==> config.mk <==
export PLATFORM = sky130hd
export DESIGN_NAME = crf_ram
export DESIGN_NICKNAME = d
export VERILOG_FILES = /design/src/hw/rtl/crf_ram.sv
export SDC_FILE = /design/constraint.sdc
export NUM_CORES = 2
export LEC_CHECK = 0
export ABC_CLOCK_PERIOD_IN_PS = 7500
export CORE_MARGIN = 4
export CORE_UTILIZATION = 50
export CTS_CLUSTER_SIZE = 25
export DETAILED_ROUTE_END_ITERATION = 6
export DONT_BUFFER_PORTS = 1
export HOLD_SLACK_MARGIN = 0.12
export PLACE_DENSITY_LB_ADDON = 0.25
export SLEW_MARGIN = 0
export SYNTH_ARGS = -nofsm -noshare
export SYNTH_HDL_FRONTEND = slang
export SYNTH_SLANG_ARGS = --single-unit
==> constraint.sdc <==
create_clock -name clk -period 7.5 [get_ports clk]
set_clock_uncertainty 0.2 [all_clocks]
set_input_delay 2.25 -clock clk [delete_from_list [all_inputs] [get_ports clk]]
set_output_delay 2.25 -clock clk [all_outputs]
set_load 0.005 [all_outputs]
==> src/hw/rtl/crf_ram.sv <==
// Generic single-write, single-read RAM with registered read data.
// No dependencies.
`timescale 1ns / 1ps

module crf_ram #(
    parameter int WIDTH = 8,
    parameter int DEPTH = 256
) (
    input  logic                     clk,
    input  logic                     wr_en,
    input  logic [$clog2(DEPTH)-1:0] wr_addr,
    input  logic [WIDTH-1:0]         wr_data,
    input  logic [$clog2(DEPTH)-1:0] rd_addr,
    output logic [WIDTH-1:0]         rd_data
);

    logic [WIDTH-1:0] mem [DEPTH];

    always_ff @(posedge clk)
    begin
        if (wr_en)
        begin
            mem[wr_addr] <= wr_data;
        end
        rd_data <= mem[rd_addr];
    end

endmodule

### After elaboration in Yosys (flattened, before gate mapping)

Memory sizes are Yosys's and may differ from the RTL's. A register that Yosys moved wholly into a read port is not among the register bits.
Cells that the tools add are included.
Widths: inputs -> output; s select.

| word-level totals | value |
|---|---|
| bits in registers | 0 |
| bits in writable memories | 2048 |
| bits of input ports | 26 |
| output and inout port bits | 8 |
| memories | 1 |

| cells by class | value |
|---|---|
| multiplexer cells | 2 |

Memory list:

| memory | depth | width | read ports | clocked after Yosys merged registers in | wr ports | line | RTL |
|---|---|---|---|---|---|---|---|
| mem | 256 | 8 | 1 | 1 | 1 | 17 | `logic [WIDTH-1:0] mem [DEPTH];` |

Operators with widths:

| kind | number |
|---|---|
| $mux 1 | 2 |

### Longest topological paths before layout

| depth | value |
|---|---|
| depth in word-level cells | 2 |
| mapped depth | 11 |
| gate-level depth less buffers | 6 |

### Worst setup path before layout

Ideal clock, no wire load.

| timing path | value |
|---|---|
| kind | input to register |
| start | input rd_addr[0] |
| end | register rd_data[2] (read register of mem) |
| setup time | 0.131 ns |
| arrival time | 4.057 ns |
| data required time | 7.169 ns |
| slack | 3.112 ns |
| stages on the path | 9 |
| path buffers | 4 |
| cells stage by stage | buf_6 -> buf_12 -> buf_8 -> buf_2 -> mux4_2 -> a22oi_1 -> a21oi_1 -> nor4_1 -> nor4_2 |

RTL lines:

| item | line | RTL |
|---|---|---|
| from (decl) | 13 | `input logic [$clog2(DEPTH)-1:0] rd_addr,` |
| to (decl) | 14 | `output logic [WIDTH-1:0] rd_data` |

==> reports/qor.yml <==
cts_root_buf: "clkbuf_16"
finalWirelength_um: 191000
gp_congestion: 0.816
cts_tree: "done"
wl_per_cell_um: 31.9
synthCells: 3733
portBuffers: 0
layout_min_cycle_time_ps: 5780
rsz0062_at_grt: "no"
worstSetupEndpointType: "flop"
core_area_um2: 158000
die_h_um: 407
design_area_um2: 87800
async_flop_share: 0
ioPinCount: 34
layout.cells.non_filler: 5977
grt_overflow_total: 0
reg2reg_depth: 6
insertion_delay_ps: 830
num_rows: 146
path_common_cell: "buf_16"
outcome: "finished clean"
hold_viol: 0
crit_type: "input pin to flop"
cellLeakagePower_nw: 26.7
fp.dieW_um: 407
fin_crit_sh: 0.771
clk_path_buf_depth: 3
nets: 3760
postCtsHoldBufs: 0
finalSetupViolCount: 0
cts_setup_buffers: 0
dpl_cell_area_um2: 81000
cp.required_ps: 7960
place_ws_ps: 1760
die_area_um2: 166000
groute.usage.overall: 0.233
cp_cell_sequence: "buf_16 -> buf_16 -> mux4_2 -> o22ai_1 -> o32ai_2 -> nor3_1 -> nor4_2"
worst_hold_slack_ps: 824
critPathMaxFanout: 159
cts_resized: 0
syn-cell-area_um2: 79600
setup_slack_ps: 1720
synth_area_leader_cell: "edfxtp_1"
layout-drive-gt1-share: 0.206
start_util: 0.503
synth_top_area_frac: 0.773
first_pass_iters: 5
max_stage_delay_ps: 950
whs_path_depth: 5
min_path_type: "flop to flop"
drt_iter0_drc: 5079
synth_area_per_cell_um2: 21.3
netlist_top_cells_area: "edfxtp_1 (77%), mux4_2 (13%), mux2i_1 (1.7%), nor2_1 (1.3%), a22oi_1 (1.3%)"
cp.depth: 7
grt_pass1_wl_um: 276000
p_per_area_nw_per_um2: 270
yosysMostFrequentCell: "edfxtp_1"
antenna_found_initial: 2
arrival_ps: 6240
max_cap_viol_count: 0
dp.cells: 5599
maxSlewViolCount: 0
fin_util: 0.555
cp-start-kind: "input pin"
synth_edf_count: 2048
max_slew_margin: 0.130
synth-seq-cells: 2056
power.total_mw: 23.7
synth.distinct_cells: 55
grt_pass1_vias: 38167
crit_family: "buffers and inverters"
synthTopCellsByCount: "edfxtp_1 (2048), mux4_2 (454), nor2_1 (282), mux2i_1 (134), a22oi_1 (133)"
worst_pin_slew_ps: 1300
grt_max_degree: 579
yosysWarnings: 0
avgViaCountPerCell: 6.36
num_vias: 37999
clock-sinks: 2056
ir_drop_mv: 0.273
path_clk_slew_ps: 70
synth_nets: 3759
max_freq_mhz: 173
area_growth_pct: 10.4
cts_buffers: 201
tns_ps: 0
cp.buffers_inverters: 2
antenna_left: 0
drc: 0
cts_max_level: 4
synth_flop_cell: "edfxtp_1"
slowest_stage: "nor3_1"
hpwl_um: 103000
seq_area_frac_synth: 0.775
-- placed cells by master, fill, tap and decap left out, types with 13 or more instances in the layout --
cell type | synthesis | routed
edfxtp_1 | 2048 | 2048
mux4_2 | 454 | 454
nor2_1 | 282 | 279
clkbuf_16 | 0 | 202
mux2i_1 | 134 | 134
a22oi_1 | 133 | 133
a21oi_1 | 96 | 96
o221ai_1 | 46 | 46
clkbuf_1 | 111 | 46
clkinv_2 | 0 | 39
clkinv_1 | 1 | 34
nand2_1 | 33 | 33
nand3_1 | 34 | 31
o22ai_1 | 28 | 28
nor2b_1 | 31 | 28
buf_4 | 27 | 27
bufinv_16 | 0 | 25
nor3_1 | 22 | 22
nor4_1 | 24 | 20
a211oi_1 | 16 | 16
a221oi_1 | 13 | 13
-- flip-flops by register name, indices dropped and copies added (netlist names) --
| signal | cells |
|---|---|
| mem | 2048 |
| rd_data | 8 |
-- path summary, 6_finish.rpt --
| check | start | to | slack [ps] |
|---|---|---|---|
| min reg2reg | mem[44][6]$_DFFE_PP_ | rd_data[6]$_DFF_P_ | 820 |
| max reg2reg | mem[80][3]$_DFFE_PP_ | rd_data[3]$_DFF_P_ | 4100 |
| max | rd_addr[0] | rd_data[6]$_DFF_P_ | 1720 |
| min | mem[44][6]$_DFFE_PP_ | rd_data[6]$_DFF_P_ | 820 |
-- per-layer routing --
| metal | share of wire | GRT usage | up-vias |
|---|---|---|---|
| li1 | - | - | 15711 |
| met1 | 0.41 | 0.337 | 20309 |
| met2 | 0.48 | 0.365 | 1637 |
| met3 | 0.081 | 0.0488 | 340 |
| met4 | 0.028 | 0.0644 | 2 |
| met5 | 0.000047 | 0 | - |
-- worst reg2reg max path: cells and delay by family, from the launching register on --
family          cells  cell delay [ps]
compound gates      3             1150
mux                 1              460
flops               1              370
simple gates        2             1060
-- cell type report --
type | count | area, µm²
multi-input combinational | 1442 | 16500
inverter | 2 | 7.51
tap | 2072 | 2590
antenna | 2 | 5.00
clock inverter | 122 | 1440
clock buffer | 250 | 5260
fill | 11700 | 70400
timing repair buffer | 31 | 313
sequential | 2056 | 61700
-- cells by family after synthesis --
kind of cell | count (synthesis) | synth area share
buffers and inverters | 235 | 0.0183
and+or+nand+nor | 466 | 0.0263
DFF | 2056 | 0.775
AOI/OAI and AO/OA | 385 | 0.0342
muxes | 591 | 0.146
-- power by group --
part / internal, mW / switching (mW)
Clock: 5.87 / 4.35
Combinational: 0.338 / 0.434
Sequential: 12.7 / 0.0330
No activity file was read; power rests on OpenSTA's default activity.
